`src/hdl/owbm_pkg.sv`:
```
package owbm_pkg;

    localparam int TimeW   = 10;
    localparam int ByteW   = 8;
    localparam int RegIdxW = 3;

    typedef enum logic [3:0] {
        PH_IDLE,
        PH_RST_LOW,
        PH_RST_WAIT,
        PH_RST_TAIL,
        PH_WR_START,
        PH_WR_HOLD,
        PH_RD_START,
        PH_RD_WAIT,
        PH_RD_TAIL
    } phase_t;

    typedef enum logic [1:0] {
        MODE_TICK,
        MODE_RESET,
        MODE_WRITE,
        MODE_READ
    } mode_t;

    localparam logic [RegIdxW-1:0] REG_RESET_LOW     = 3'd0;
    localparam logic [RegIdxW-1:0] REG_PRESENCE_WAIT = 3'd1;
    localparam logic [RegIdxW-1:0] REG_RESET_TAIL    = 3'd2;
    localparam logic [RegIdxW-1:0] REG_SLOT_START    = 3'd3;
    localparam logic [RegIdxW-1:0] REG_WRITE_SLOT    = 3'd4;
    localparam logic [RegIdxW-1:0] REG_READ_SAMPLE   = 3'd5;
    localparam logic [RegIdxW-1:0] REG_READ_TAIL     = 3'd6;

    localparam logic [TimeW-1:0] RESET_LOW_DEF     = 10'd480;
    localparam logic [TimeW-1:0] PRESENCE_WAIT_DEF = 10'd60;
    localparam logic [TimeW-1:0] RESET_TAIL_DEF    = 10'd420;
    localparam logic [TimeW-1:0] SLOT_START_DEF    = 10'd1;
    localparam logic [TimeW-1:0] WRITE_SLOT_DEF    = 10'd60;
    localparam logic [TimeW-1:0] READ_SAMPLE_DEF   = 10'd14;
    localparam logic [TimeW-1:0] READ_TAIL_DEF     = 10'd45;

    typedef struct packed {
        logic [TimeW-1:0] reset_low;
        logic [TimeW-1:0] presence_wait;
        logic [TimeW-1:0] reset_tail;
        logic [TimeW-1:0] slot_start;
        logic [TimeW-1:0] write_slot;
        logic [TimeW-1:0] read_sample;
        logic [TimeW-1:0] read_tail;
    } timing_t;

    typedef struct packed {
        mode_t            mode;
        logic [ByteW-1:0] data_byte;
        logic             line_level;
    } item_t;

    // packed from lowest bit: drive_low, busy_res, done_res, read_data,
    // no_presence, command_rejected
    typedef struct packed {
        logic             command_rejected;
        logic             no_presence;
        logic [ByteW-1:0] read_data;
        logic             done_res;
        logic             busy_res;
        logic             drive_low;
    } result_t;

    localparam int ResultW = $bits(result_t);

endpackage

```
`src/hdl/owbm_cfg.sv`:
```
module owbm_cfg (
    input  logic                          clk,
    input  logic                          rst_n,
    input  logic                          cfg_we,
    input  logic [owbm_pkg::RegIdxW-1:0]  cfg_addr,
    input  logic [owbm_pkg::TimeW-1:0]    cfg_data,
    output owbm_pkg::timing_t             timing
);
    import owbm_pkg::*;

    timing_t timing_reg;

    always_ff @(posedge clk or negedge rst_n)
    begin
        if (!rst_n)
        begin
            timing_reg.reset_low     <= RESET_LOW_DEF;
            timing_reg.presence_wait <= PRESENCE_WAIT_DEF;
            timing_reg.reset_tail    <= RESET_TAIL_DEF;
            timing_reg.slot_start    <= SLOT_START_DEF;
            timing_reg.write_slot    <= WRITE_SLOT_DEF;
            timing_reg.read_sample   <= READ_SAMPLE_DEF;
            timing_reg.read_tail     <= READ_TAIL_DEF;
        end
        else if (cfg_we)
        begin
            case (cfg_addr)
                REG_RESET_LOW:     timing_reg.reset_low     <= cfg_data;
                REG_PRESENCE_WAIT: timing_reg.presence_wait <= cfg_data;
                REG_RESET_TAIL:    timing_reg.reset_tail    <= cfg_data;
                REG_SLOT_START:    timing_reg.slot_start    <= cfg_data;
                REG_WRITE_SLOT:    timing_reg.write_slot    <= cfg_data;
                REG_READ_SAMPLE:   timing_reg.read_sample   <= cfg_data;
                REG_READ_TAIL:     timing_reg.read_tail     <= cfg_data;
                default:           ;
            endcase
        end
    end

    assign timing = timing_reg;

endmodule

```
`src/hdl/owbm_fsm.sv`:
```
module owbm_fsm (
    input  logic                clk,
    input  logic                rst_n,
    input  logic                step_en,
    input  owbm_pkg::item_t     item,
    input  owbm_pkg::timing_t   timing,
    output owbm_pkg::result_t   res
);
    import owbm_pkg::*;

    phase_t             phase_reg,       phase_next;
    logic [TimeW-1:0]   timer_reg,       timer_next;
    logic [2:0]         bit_count_reg,   bit_count_next;
    logic [ByteW-1:0]   shift_reg,       shift_next;
    logic               first_reg,       first_next;
    logic               presence_reg,    presence_next;

    logic [TimeW-1:0]   cur_len;
    logic [TimeW-1:0]   timer_inc;
    logic               done;
    logic               rejected;
    logic [ByteW-1:0]   rdata;
    logic               drive;

    always_ff @(posedge clk or negedge rst_n)
    begin
        if (!rst_n)
        begin
            phase_reg     <= PH_IDLE;
            timer_reg     <= '0;
            bit_count_reg <= '0;
            shift_reg     <= '0;
            first_reg     <= 1'b0;
            presence_reg  <= 1'b0;
        end
        else if (step_en)
        begin
            phase_reg     <= phase_next;
            timer_reg     <= timer_next;
            bit_count_reg <= bit_count_next;
            shift_reg     <= shift_next;
            first_reg     <= first_next;
            presence_reg  <= presence_next;
        end
    end

    always_comb
    begin
        case (phase_reg)
            PH_RST_LOW:  cur_len = timing.reset_low;
            PH_RST_WAIT: cur_len = timing.presence_wait;
            PH_RST_TAIL: cur_len = timing.reset_tail;
            PH_WR_START: cur_len = timing.slot_start;
            PH_WR_HOLD:  cur_len = timing.write_slot;
            PH_RD_START: cur_len = timing.slot_start;
            PH_RD_WAIT:  cur_len = timing.read_sample;
            PH_RD_TAIL:  cur_len = timing.read_tail;
            default:     cur_len = {{(TimeW-1){1'b0}}, 1'b1};
        endcase
    end

    assign timer_inc = timer_reg + 1'b1;

    always_comb
    begin
        phase_next     = phase_reg;
        timer_next     = timer_reg;
        bit_count_next = bit_count_reg;
        shift_next     = shift_reg;
        first_next     = first_reg;
        presence_next  = presence_reg;
        done           = 1'b0;
        rejected       = 1'b0;
        rdata          = '0;

        if (phase_reg == PH_IDLE)
        begin
            if (item.mode != MODE_TICK)
            begin
                timer_next     = '0;
                bit_count_next = '0;
                case (item.mode)
                    MODE_RESET:
                    begin
                        phase_next = PH_RST_LOW;
                    end
                    MODE_WRITE:
                    begin
                        shift_next = item.data_byte;
                        phase_next = PH_WR_START;
                    end
                    default:
                    begin
                        shift_next = '0;
                        phase_next = PH_RD_START;
                    end
                endcase
            end
        end
        else
        begin
            rejected = (item.mode != MODE_TICK);
            if (timer_inc >= cur_len)
            begin
                timer_next = '0;
                case (phase_reg)
                    PH_RST_LOW:
                    begin
                        phase_next = PH_RST_WAIT;
                    end
                    PH_RST_WAIT:
                    begin
                        first_next = item.line_level;
                        phase_next = PH_RST_TAIL;
                    end
                    PH_RST_TAIL:
                    begin
                        presence_next = (item.line_level == first_reg);
                        phase_next    = PH_IDLE;
                        done          = 1'b1;
                    end
                    PH_WR_START:
                    begin
                        phase_next = PH_WR_HOLD;
                    end
                    PH_WR_HOLD:
                    begin
                        if (bit_count_reg == 3'd7)
                        begin
                            phase_next = PH_IDLE;
                            done       = 1'b1;
                        end
                        else
                        begin
                            bit_count_next = bit_count_reg + 1'b1;
                            shift_next     = shift_reg >> 1;
                            phase_next     = PH_WR_START;
                        end
                    end
                    PH_RD_START:
                    begin
                        phase_next = PH_RD_WAIT;
                    end
                    PH_RD_WAIT:
                    begin
                        shift_next = {item.line_level, shift_reg[ByteW-1:1]};
                        phase_next = PH_RD_TAIL;
                    end
                    PH_RD_TAIL:
                    begin
                        if (bit_count_reg == 3'd7)
                        begin
                            phase_next = PH_IDLE;
                            done       = 1'b1;
                            rdata      = shift_reg;
                        end
                        else
                        begin
                            bit_count_next = bit_count_reg + 1'b1;
                            phase_next     = PH_RD_START;
                        end
                    end
                    default:
                    begin
                        phase_next = PH_IDLE;
                    end
                endcase
            end
            else
            begin
                timer_next = timer_inc;
            end
        end
    end

    always_comb
    begin
        case (phase_next)
            PH_RST_LOW,
            PH_WR_START,
            PH_RD_START: drive = 1'b1;
            PH_WR_HOLD:  drive = ~shift_next[0];
            default:     drive = 1'b0;
        endcase
    end

    assign res.drive_low        = drive;
    assign res.busy_res         = (phase_next != PH_IDLE);
    assign res.done_res         = done;
    assign res.read_data        = rdata;
    assign res.no_presence      = presence_next;
    assign res.command_rejected = rejected;

    a_done_ends_busy: assert property (@(posedge clk) disable iff (!rst_n)
        step_en && res.done_res |-> !res.busy_res)
        else $error("done reported while still busy");

    a_reject_only_busy: assert property (@(posedge clk) disable iff (!rst_n)
        step_en && res.command_rejected |-> phase_reg != PH_IDLE)
        else $error("command rejected while idle");

    a_start_from_idle: assert property (@(posedge clk) disable iff (!rst_n)
        step_en && phase_reg == PH_IDLE && item.mode != MODE_TICK
        |=> phase_reg != PH_IDLE && timer_reg == '0)
        else $error("command not started from idle");

    a_hold_when_stalled: assert property (@(posedge clk) disable iff (!rst_n)
        !step_en |=> $stable(phase_reg) && $stable(timer_reg) && $stable(shift_reg))
        else $error("state moved without an item");

endmodule

```
`src/hdl/one_wire_bus_master_unit.sv`:
```
// Single-wire bus master, one item per microsecond tick. Each input item carries the
// command (tuser: 0 tick, 1 bus reset, 2 write byte, 3 read byte, taken only while idle)
// and the sampled line level; each item gives exactly one result with the drive level,
// busy, done, read data, presence status and a reject flag for commands sent while busy.
// One item is taken per clock cycle unless the output stalls; a result reaches m_tdata
// via the input register, then the result register; the state update for a tick is a
// single pass through the phase timer compare and the phase sequencer. Timing registers
// are written via the cfg port by the user, only while the block is idle (not enforced).
module one_wire_bus_master_unit (
    input  logic                          clk,
    input  logic                          rst_n,
    input  logic                          s_tvalid,
    output logic                          s_tready,
    input  logic [15:0]                   s_tdata,   // data_byte[7:0], line_level[8], zero
    input  logic [1:0]                    s_tuser,   // mode[1:0]
    output logic                          m_tvalid,
    input  logic                          m_tready,
    output logic [15:0]                   m_tdata,   // drive_low, busy_res, done_res,
                                                     // read_data[10:3], no_presence,
                                                     // command_rejected, zero
    input  logic                          cfg_we,
    input  logic [owbm_pkg::RegIdxW-1:0]  cfg_addr,
    input  logic [owbm_pkg::TimeW-1:0]    cfg_data
);
    import owbm_pkg::*;

    logic       in_valid_reg;
    item_t      in_item_reg;
    logic       out_valid_reg;
    result_t    out_res_reg;
    logic       advance;
    result_t    res;
    timing_t    timing;

    assign advance  = in_valid_reg && (!out_valid_reg || m_tready);
    assign s_tready = !in_valid_reg || advance;

    always_ff @(posedge clk or negedge rst_n)
    begin
        if (!rst_n)
        begin
            in_valid_reg  <= 1'b0;
            out_valid_reg <= 1'b0;
        end
        else
        begin
            if (s_tready)
            begin
                in_valid_reg <= s_tvalid;
            end
            if (advance)
            begin
                out_valid_reg <= 1'b1;
            end
            else if (m_tready)
            begin
                out_valid_reg <= 1'b0;
            end
        end
    end

    always_ff @(posedge clk)
    begin
        if (s_tready && s_tvalid)
        begin
            in_item_reg.mode       <= mode_t'(s_tuser);
            in_item_reg.data_byte  <= s_tdata[ByteW-1:0];
            in_item_reg.line_level <= s_tdata[ByteW];
        end
        if (advance)
        begin
            out_res_reg <= res;
        end
    end

    owbm_cfg u_cfg (
        .clk      (clk),
        .rst_n    (rst_n),
        .cfg_we   (cfg_we),
        .cfg_addr (cfg_addr),
        .cfg_data (cfg_data),
        .timing   (timing)
    );

    owbm_fsm u_fsm (
        .clk     (clk),
        .rst_n   (rst_n),
        .step_en (advance),
        .item    (in_item_reg),
        .timing  (timing),
        .res     (res)
    );

    assign m_tvalid = out_valid_reg;
    assign m_tdata  = {{(16-ResultW){1'b0}}, out_res_reg};

    a_stall_means_full: assert property (@(posedge clk) disable iff (!rst_n)
        !s_tready |-> in_valid_reg && out_valid_reg && !m_tready)
        else $error("input stalled with room in the pipeline");

    a_result_follows_item: assert property (@(posedge clk) disable iff (!rst_n)
        advance |=> out_valid_reg)
        else $error("result lost after an item was processed");

    a_no_drop: assert property (@(posedge clk) disable iff (!rst_n)
        out_valid_reg && !m_tready |=> out_valid_reg && $stable(out_res_reg))
        else $error("pending result dropped or changed");

endmodule

```
`config.mk`:
```
export PLATFORM = sky130hd
export DESIGN_NAME = one_wire_bus_master_unit
export DESIGN_NICKNAME = d
export VERILOG_FILES = /design/src/hdl/owbm_pkg.sv /design/src/hdl/owbm_cfg.sv /design/src/hdl/owbm_fsm.sv /design/src/hdl/one_wire_bus_master_unit.sv
export SDC_FILE = /design/constraint.sdc
export NUM_CORES = 1
export LEC_CHECK = 0
export BUFFER_PORTS_ARGS = -buffer_cell sky130_fd_sc_hd__buf_2
export CAP_MARGIN = 25
export CORE_UTILIZATION = 38
export CTS_CLUSTER_DIAMETER = 50
export DETAILED_ROUTE_END_ITERATION = 7
export GPL_ROUTABILITY_DRIVEN = 0
export PLACE_DENSITY_LB_ADDON = 0.1
export SETUP_SLACK_MARGIN = 0.1
export SLEW_MARGIN = 20
export SYNTH_ARGS = -nofsm -noshare
export SYNTH_HDL_FRONTEND = slang
export SYNTH_SLANG_ARGS = --single-unit
```
`constraint.sdc`:
```
create_clock -name clk -period 7.6 [get_ports clk]
set_input_delay 1.14 -clock clk [delete_from_list [all_inputs] [get_ports clk]]
set_output_delay 1.14 -clock clk [all_outputs]
set_load 0.03 [all_outputs]
```
==> results.toml, run 1 <==
[cts]
ctsResizeCount = 0
post_cts_buffers = 0
clkTransAtPathRegs_ns = 0.05
root_buffer = "clkbuf_16"
hold_buffers = 0
numCtsBuffers = 17
clockBufferDepth = 2
clkLatencyLatePin_ns = 0.41
cts_tree = "yes"
clock-sinks = 123
htreeDepth = 4

[sta]
final-setup-viol-count = 0
finalSetupTns_ns = 0
worstMarginPinSlew_ns = 1.081
max_clock_freq_mhz = 231.4
min_period_over_period_pct = 56.87
slew_viol_final = 0
rsz0062_at_grt = "no"
skew_ns = 0.01124
min_period_ns = 4.322
finalHoldViolations = 0
maxSlewHeadroom_pct = 27.60

[power]
ir_drop_uv = 185.8
p_leak_uw = 0.002931
pwr_density_cell_nw_per_um2 = 350.3

[route]
route.antenna.remaining_nets = 0
remaining_drc_errors = 0
drt-vias-per-instance = 5.486
wl_mm = 13.28
drt_iter0_markers = 229
vias = 3851
firstDrtPassIters = 4
wl_per_cell_um = 18.92

[grt]
grt-busiest-layer = "met2"
met1_usage_pct = 23.72
grt_max_degree = 74
grt_pass1_vias = 4033
antenna_found_initial = 0
grt-ovfl-total = 0
grt_util_met2_pct = 29.61
grt_pass1_wl_mm = 21.74
track_usage_pct = 18.29
grt_use_met3_pct = 4.386

[place]
io_buffers = 43
dpl-instance-area_sq_um = 6306
dp_hpwl_mm = 8.753

[setup_path]
cp_max_fo = 21
critical_path_arrival_ns = 4.62
worstSetupStartpointType = "register"
endpoint_kind = "register"
worstPathRequired_ns = 7.89
critical_path_class = "reg -> reg"

[floorplan]
fp.dieH_um = 126.7
dieArea_sq_um = 16040
core-area_sq_um = 15200
initial_core_util_pct = 38.85
boundaryPins = 54
placementRows = 45
die_w_um = 126.7

[synthesis]
yosysSeqAreaShare_pct = 54.66
ys_types = 55
synth_async_sr_flop_share_pct = 80.49
netlist_instances = 456
synth-edff-count = 24
syn_area_sq_um = 5906
synth_seq_cells = 123
syn_area_per_cell_sq_um = 12.95
synth_ff_type = "dfrtp_1"
yosys_warnings = 0

[cells_and_area]
multiInputGateArea_sq_um = 2546
area_delta_synth_final_pct = 16.04
regArea_sq_um = 3228
drive_above_1_share_pct = 38.52
num_antenna_cells = 0
fin_area_sq_um = 6853
largest_register_ffs = 70
fin_nets = 554
fillers = 1381

[worst_hold_path]
hold_path.class = "reg -> reg"

[status]
status = "finished, final reports clean"

[run]
maxCapViolCount = 0
-- synth_stat cells, types with 3 or more instances --
master / number / area share, %
a211oi_1: 3 / 0.38
a21oi_1: 8 / 0.68
a221oi_1: 11 / 1.6
a222oi_1: 9 / 1.5
a22o_1: 8 / 1.2
a22oi_1: 11 / 1.4
a32o_1: 7 / 1.2
and2_1: 10 / 1.1
and3_1: 6 / 0.64
buf_2: 5 / 0.42
buf_4: 4 / 0.51
clkbuf_1: 14 / 0.89
dfrtp_1: 75 / 32
dfstp_2: 24 / 11
edfxtp_1: 24 / 12
ha_1: 17 / 3.6
inv_1: 7 / 0.44
mux2_2: 85 / 16
mux2i_1: 3 / 0.51
nand2_1: 31 / 2.0
nand2b_1: 6 / 0.64
nand3_1: 7 / 0.59
nand4b_1: 3 / 0.44
nor2_1: 17 / 1.1
nor3_2: 4 / 0.68
nor3b_1: 5 / 0.64
o21ai_0: 12 / 1.0
xnor2_1: 5 / 0.74
xor2_1: 4 / 0.59
-- power breakdown --
| part | total [uW] | switching, uW | internal, uW |
|---|---|---|---|
| Combinational | 714 | 402 | 312 |
| Sequential | 950 | 116 | 833 |
| Clock | 737 | 277 | 460 |
| Total | 2400 | 795 | 1610 |
-- critical path, stage by stage (launching register included) --
cell and delay [ns]:
dfrtp_1 0.62, and2b_1 0.28, nor2b_1 0.21, buf_4 0.25
a222oi_1 0.24, nand2_1 0.12, a221oi_1 0.46, ha_1 0.35
a41oi_1 0.19, nor2_1 0.09, a211oi_4 0.22, buf_4 0.31
nor2_2 0.16, o21ai_4 0.32, mux2_2 0.37
-- metrics by stage --
| stage | util (%) | setup WS, ns | instances | hold WS, ns | total power (uW) |
|---|---|---|---|---|---|
| after detailed placement | 41.48 | 3.280 | 670 | 0.4882 | 1681 |
| after global routing | 45.08 | 3.026 | 702 | 0.5181 | 2558 |
| final | 45.08 | 3.278 | 702 | 0.4895 | 2401 |
| after CTS | 45.08 | 3.280 | 702 | 0.4945 | 2426 |
| after global placement | 41.38 | 3.177 | 668 | 0.4829 | 1652 |
| after floorplan | - | 4.209 | 458 | 0.4569 | 1472 |
-- worst paths after layout --
path / start / to / slack, ns / depth (start not counted)
max in group asynchronous: rst_n / u_cfg.timing[6] / 5.72 / 2
min reg2reg: in_valid_reg / m_tvalid / 0.49 / 1
max: u_fsm.phase_reg[3] / u_fsm.shift_reg[5] / 3.28 / 14
max reg2reg: u_fsm.phase_reg[3] / u_fsm.shift_reg[5] / 3.28 / 14
min: in_valid_reg / m_tvalid / 0.49 / 1
min in group asynchronous: rst_n / u_fsm.shift_reg[3] / 0.64 / 1
-- routing by layer --
metal / part of all wire, % / up-vias
met4: 1.3 / 0
li1: - / 1798
met1: 47 / 1958
met3: 3.5 / 14
met5: 0 / -
met2: 48 / 81
-- final cells by class --
cell class | instances | area share, %
Sequential cell | 123 | 47.11
Clock buffer | 26 | 7.449
Timing Repair Buffer | 50 | 3.944
Inverter | 7 | 0.3834
Clock inverter | 6 | 0.5295
Tap cell | 188 | 3.433
Multi-Input combinational cell | 302 | 37.16
-- placed cells by master (no fill, tap or decap), types with 6 or more instances in the layout --
| cell | n |
|---|---|
| inv_1 | 7 |
| and2_1 | 10 |
| a21oi_1 | 8 |
| nand2_1 | 31 |
| nand3_1 | 7 |
| nor2_1 | 17 |
| dfrtp_1 | 75 |
| clkbuf_16 | 18 |
| dfstp_2 | 24 |
| a22oi_1 | 11 |
| a222oi_1 | 9 |
| a221oi_1 | 11 |
| nand2b_1 | 6 |
| and3_1 | 6 |
| ha_1 | 17 |
| a22o_1 | 8 |
| a32o_1 | 7 |
| o21ai_0 | 12 |
| buf_2 | 42 |
| edfxtp_1 | 24 |
| buf_4 | 8 |
| mux2_2 | 85 |
-- logic make-up (layout without fill, tap and decap cells) --
kind of cell	after synthesis	count (layout)	share of synthesized area, %
flip-flops	123	123	54.66
buffers and inverters	33	89	2.585
multiplexers	89	89	16.95
other	1	3	0.06350
XOR/XNOR	9	9	1.335
adder cells (fa/ha/maj)	17	17	3.602
AND/OR/NAND/NOR	103	103	9.789
AO/OA/AOI/OAI	81	81	11.02
Power figures use the tool's default switching activity.
==> inputs of run 2 (changes only) <==
==> constraint.sdc (replaced) <==
create_clock -name clk -period 3.8 [get_ports clk]
set_input_delay 0.57 -clock clk [delete_from_list [all_inputs] [get_ports clk]]
set_output_delay 0.57 -clock clk [all_outputs]
set_load 0.03 [all_outputs]
==> run 2 against run 1 <==
Net effect: non-clock buffer count is 49 higher; sequential cell count stayed put; sequential power is 96% higher; die area stayed put; routed wire length is 5.9% higher; first-iteration DRC count is 17% higher; cell area is 8.4% higher; clock skew is 0.0057 ns higher; critical endpoint is now m_tdata[0].
==> results.toml, run 2 (synthesis results as in run 1) <==
[setup_path]
cp_max_fo = 6
rr_worst_depth = 16
critical_path_arrival_ns = 3.74
worstSetupStartpointType = "register"
timing.rr.start = "u_fsm.phase_reg[2]"
endpoint_kind = "register"
critPathMostFrequentCell = "buf_4"
critPathBufInv = 4
cpMaxStageDelayCell = "dfrtp_2"
regToRegSetupSlack_ns = 0.21
crit_family = "compound AO/OA/AOI/OAI gates"
worstPathRequired_ns = 3.95
critPathMaxStageDelay_ns = 0.45
cp_cell_sequence = "and2b_1 > nor2b_4 > buf_4 > a222oi_1 > nand2_1 > a221oi_2 > buf_4 > ha_1 > a21oi_1 > a211oi_2 > a211oi_4 > buf_4 > buf_12 > mux2i_4 > nand2_1 > o2111a_1"
r2r_end = "m_tdata[0]"
crit_end = "m_tdata[0]"
critPathLaunch = "u_fsm.phase_reg[2]"
crit_cells = 16
critical_path_class = "reg -> reg"

[cts]
clkLatencyLatePin_ns = 0.41
clockBufferDepth = 2
root_buffer = "clkbuf_16"
htreeDepth = 4
cts_tree = "yes"
clock-sinks = 123
clkTransAtPathRegs_ns = 0.05
numCtsBuffers = 17

[sta]
skew_ns = 0.01698
worstMarginPinSlew_ns = 0.9849
rsz0062_at_grt = "yes"
setup_ws_ns = 0.2098
maxSlewHeadroom_pct = 33.99
min_period_ns = 3.590
finalHoldViolations = 0
finalSetupTns_ns = 0
min_period_over_period_pct = 94.48
max_clock_freq_mhz = 278.5
slew_viol_final = 0
final-setup-viol-count = 0
whs_ns = 0.02778

[grt]
track_usage_pct = 18.47
grt_pass1_vias = 4170
grt_pass1_wl_mm = 22.19
antenna_found_initial = 0
grt_max_degree = 72
grt-ovfl-total = 0

[route]
wl_mm = 14.07
remaining_drc_errors = 0
vias = 4049
firstDrtPassIters = 6
drt-vias-per-instance = 5.391
route.antenna.remaining_nets = 0
wl_per_cell_um = 18.74
drt_iter0_markers = 267

[floorplan]
fp.dieH_um = 126.7
dieArea_sq_um = 16040
die_w_um = 126.7
initial_core_util_pct = 38.85
boundaryPins = 54
placementRows = 45
core-area_sq_um = 15200

[cells_and_area]
multiInputGateArea_sq_um = 2661
largest_register_ffs = 70
fillers = 1367
area_delta_synth_final_pct = 25.76
drive_above_1_share_pct = 47.96
final_cell_mix = "mux2_2, dfrtp_1, buf_4"
num_antenna_cells = 0
regArea_sq_um = 3233
stdcell_count = 751
fin_nets = 603
layout_commonest_cell = "mux2_2"

[worst_hold_path]
hold_path.class = "in -> async"

[place]
placed_cells = 700
place_worst_setup_slack_ns = 0.05271
dp_hpwl_mm = 9.130
io_buffers = 43

[status]
status = "finished, final reports clean"

[power]
p_total_uw = 5532
pwr_density_cell_nw_per_um2 = 744.9
p_leak_uw = 0.003233
ir_drop_uv = 426.7

[run]
maxCapViolCount = 0
run 2: cell count changes in the layout (fill, tap and decap cells not counted), moves of 2 or more:
cell	previous run	this run
a221oi_1	11	2
a221oi_2	0	9
and3_1	6	4
buf_4	8	49
buf_6	0	3
bufinv_16	0	2
clkbuf_8	3	1
dfrtp_1	75	71
dfrtp_2	0	4
mux2i_1	3	1
run 2: cell type report:
class | count | share of cell area [%]
clock buffer | 24 | 6.503
clock inverter | 8 | 1.263
inverter | 7 | 0.3538
multi-input combinational | 302 | 35.83
sequential | 123 | 43.53
tap | 188 | 3.167
timing repair buffer | 99 | 9.350
run 2: what timing repair did:
item | in CTS | in global routing
endpoints found under the hold margin | 0 | 0
gates resized for setup | 1 | 32
setup buffers | 0 | 15
setup endpoints to repair | 9 | 26
pin swaps | 0 | 8
hold buffers | 0 | 0
cloned | 0 | 2
run 2: worst min path at each step:
stage | cells after the start | to
after detailed placement | 1 | m_tvalid
after global placement | 1 | m_tvalid
after CTS | 1 | in_item_reg[3]
after floorplan | 0 | in_valid_reg
after global routing | 1 | u_fsm.shift_reg[3]
final | 1 | u_fsm.shift_reg[3]
run 2: layer usage:
metal	track usage (%)	wire (um)	up-vias
li1	-	-	1899
met1	23.98	6502	2073
met2	30.16	7018	73
met3	4.429	453	4
met4	6.723	95	0
met5	0	0	-
run 2: worst reg2reg max path, delay by kind of cell (launching register included):
family / cells / cell delay [ns]
buffers and inverters: 4 / 0.59
AND/OR/NAND/NOR: 4 / 0.56
adder cells (fa/ha/maj): 1 / 0.25
AO/OA/AOI/OAI: 6 / 1.20
multiplexers: 1 / 0.29
flip-flops: 1 / 0.45
run 2: power breakdown:
group	switching (uW)	internal, uW	total [uW]
logic	1050	1060	2100
registers	188	1670	1860
clock network	552	1020	1570
run 2: metrics by stage:
step,cell area [sq um],utilization [%]
6_report,7427,48.86
5_1_grt,7427,48.86
4_1_cts,7108,46.76
3_5_place_dp,6530,42.95
3_3_place_gp,6530,42.95
2_1_floorplan,5913,-
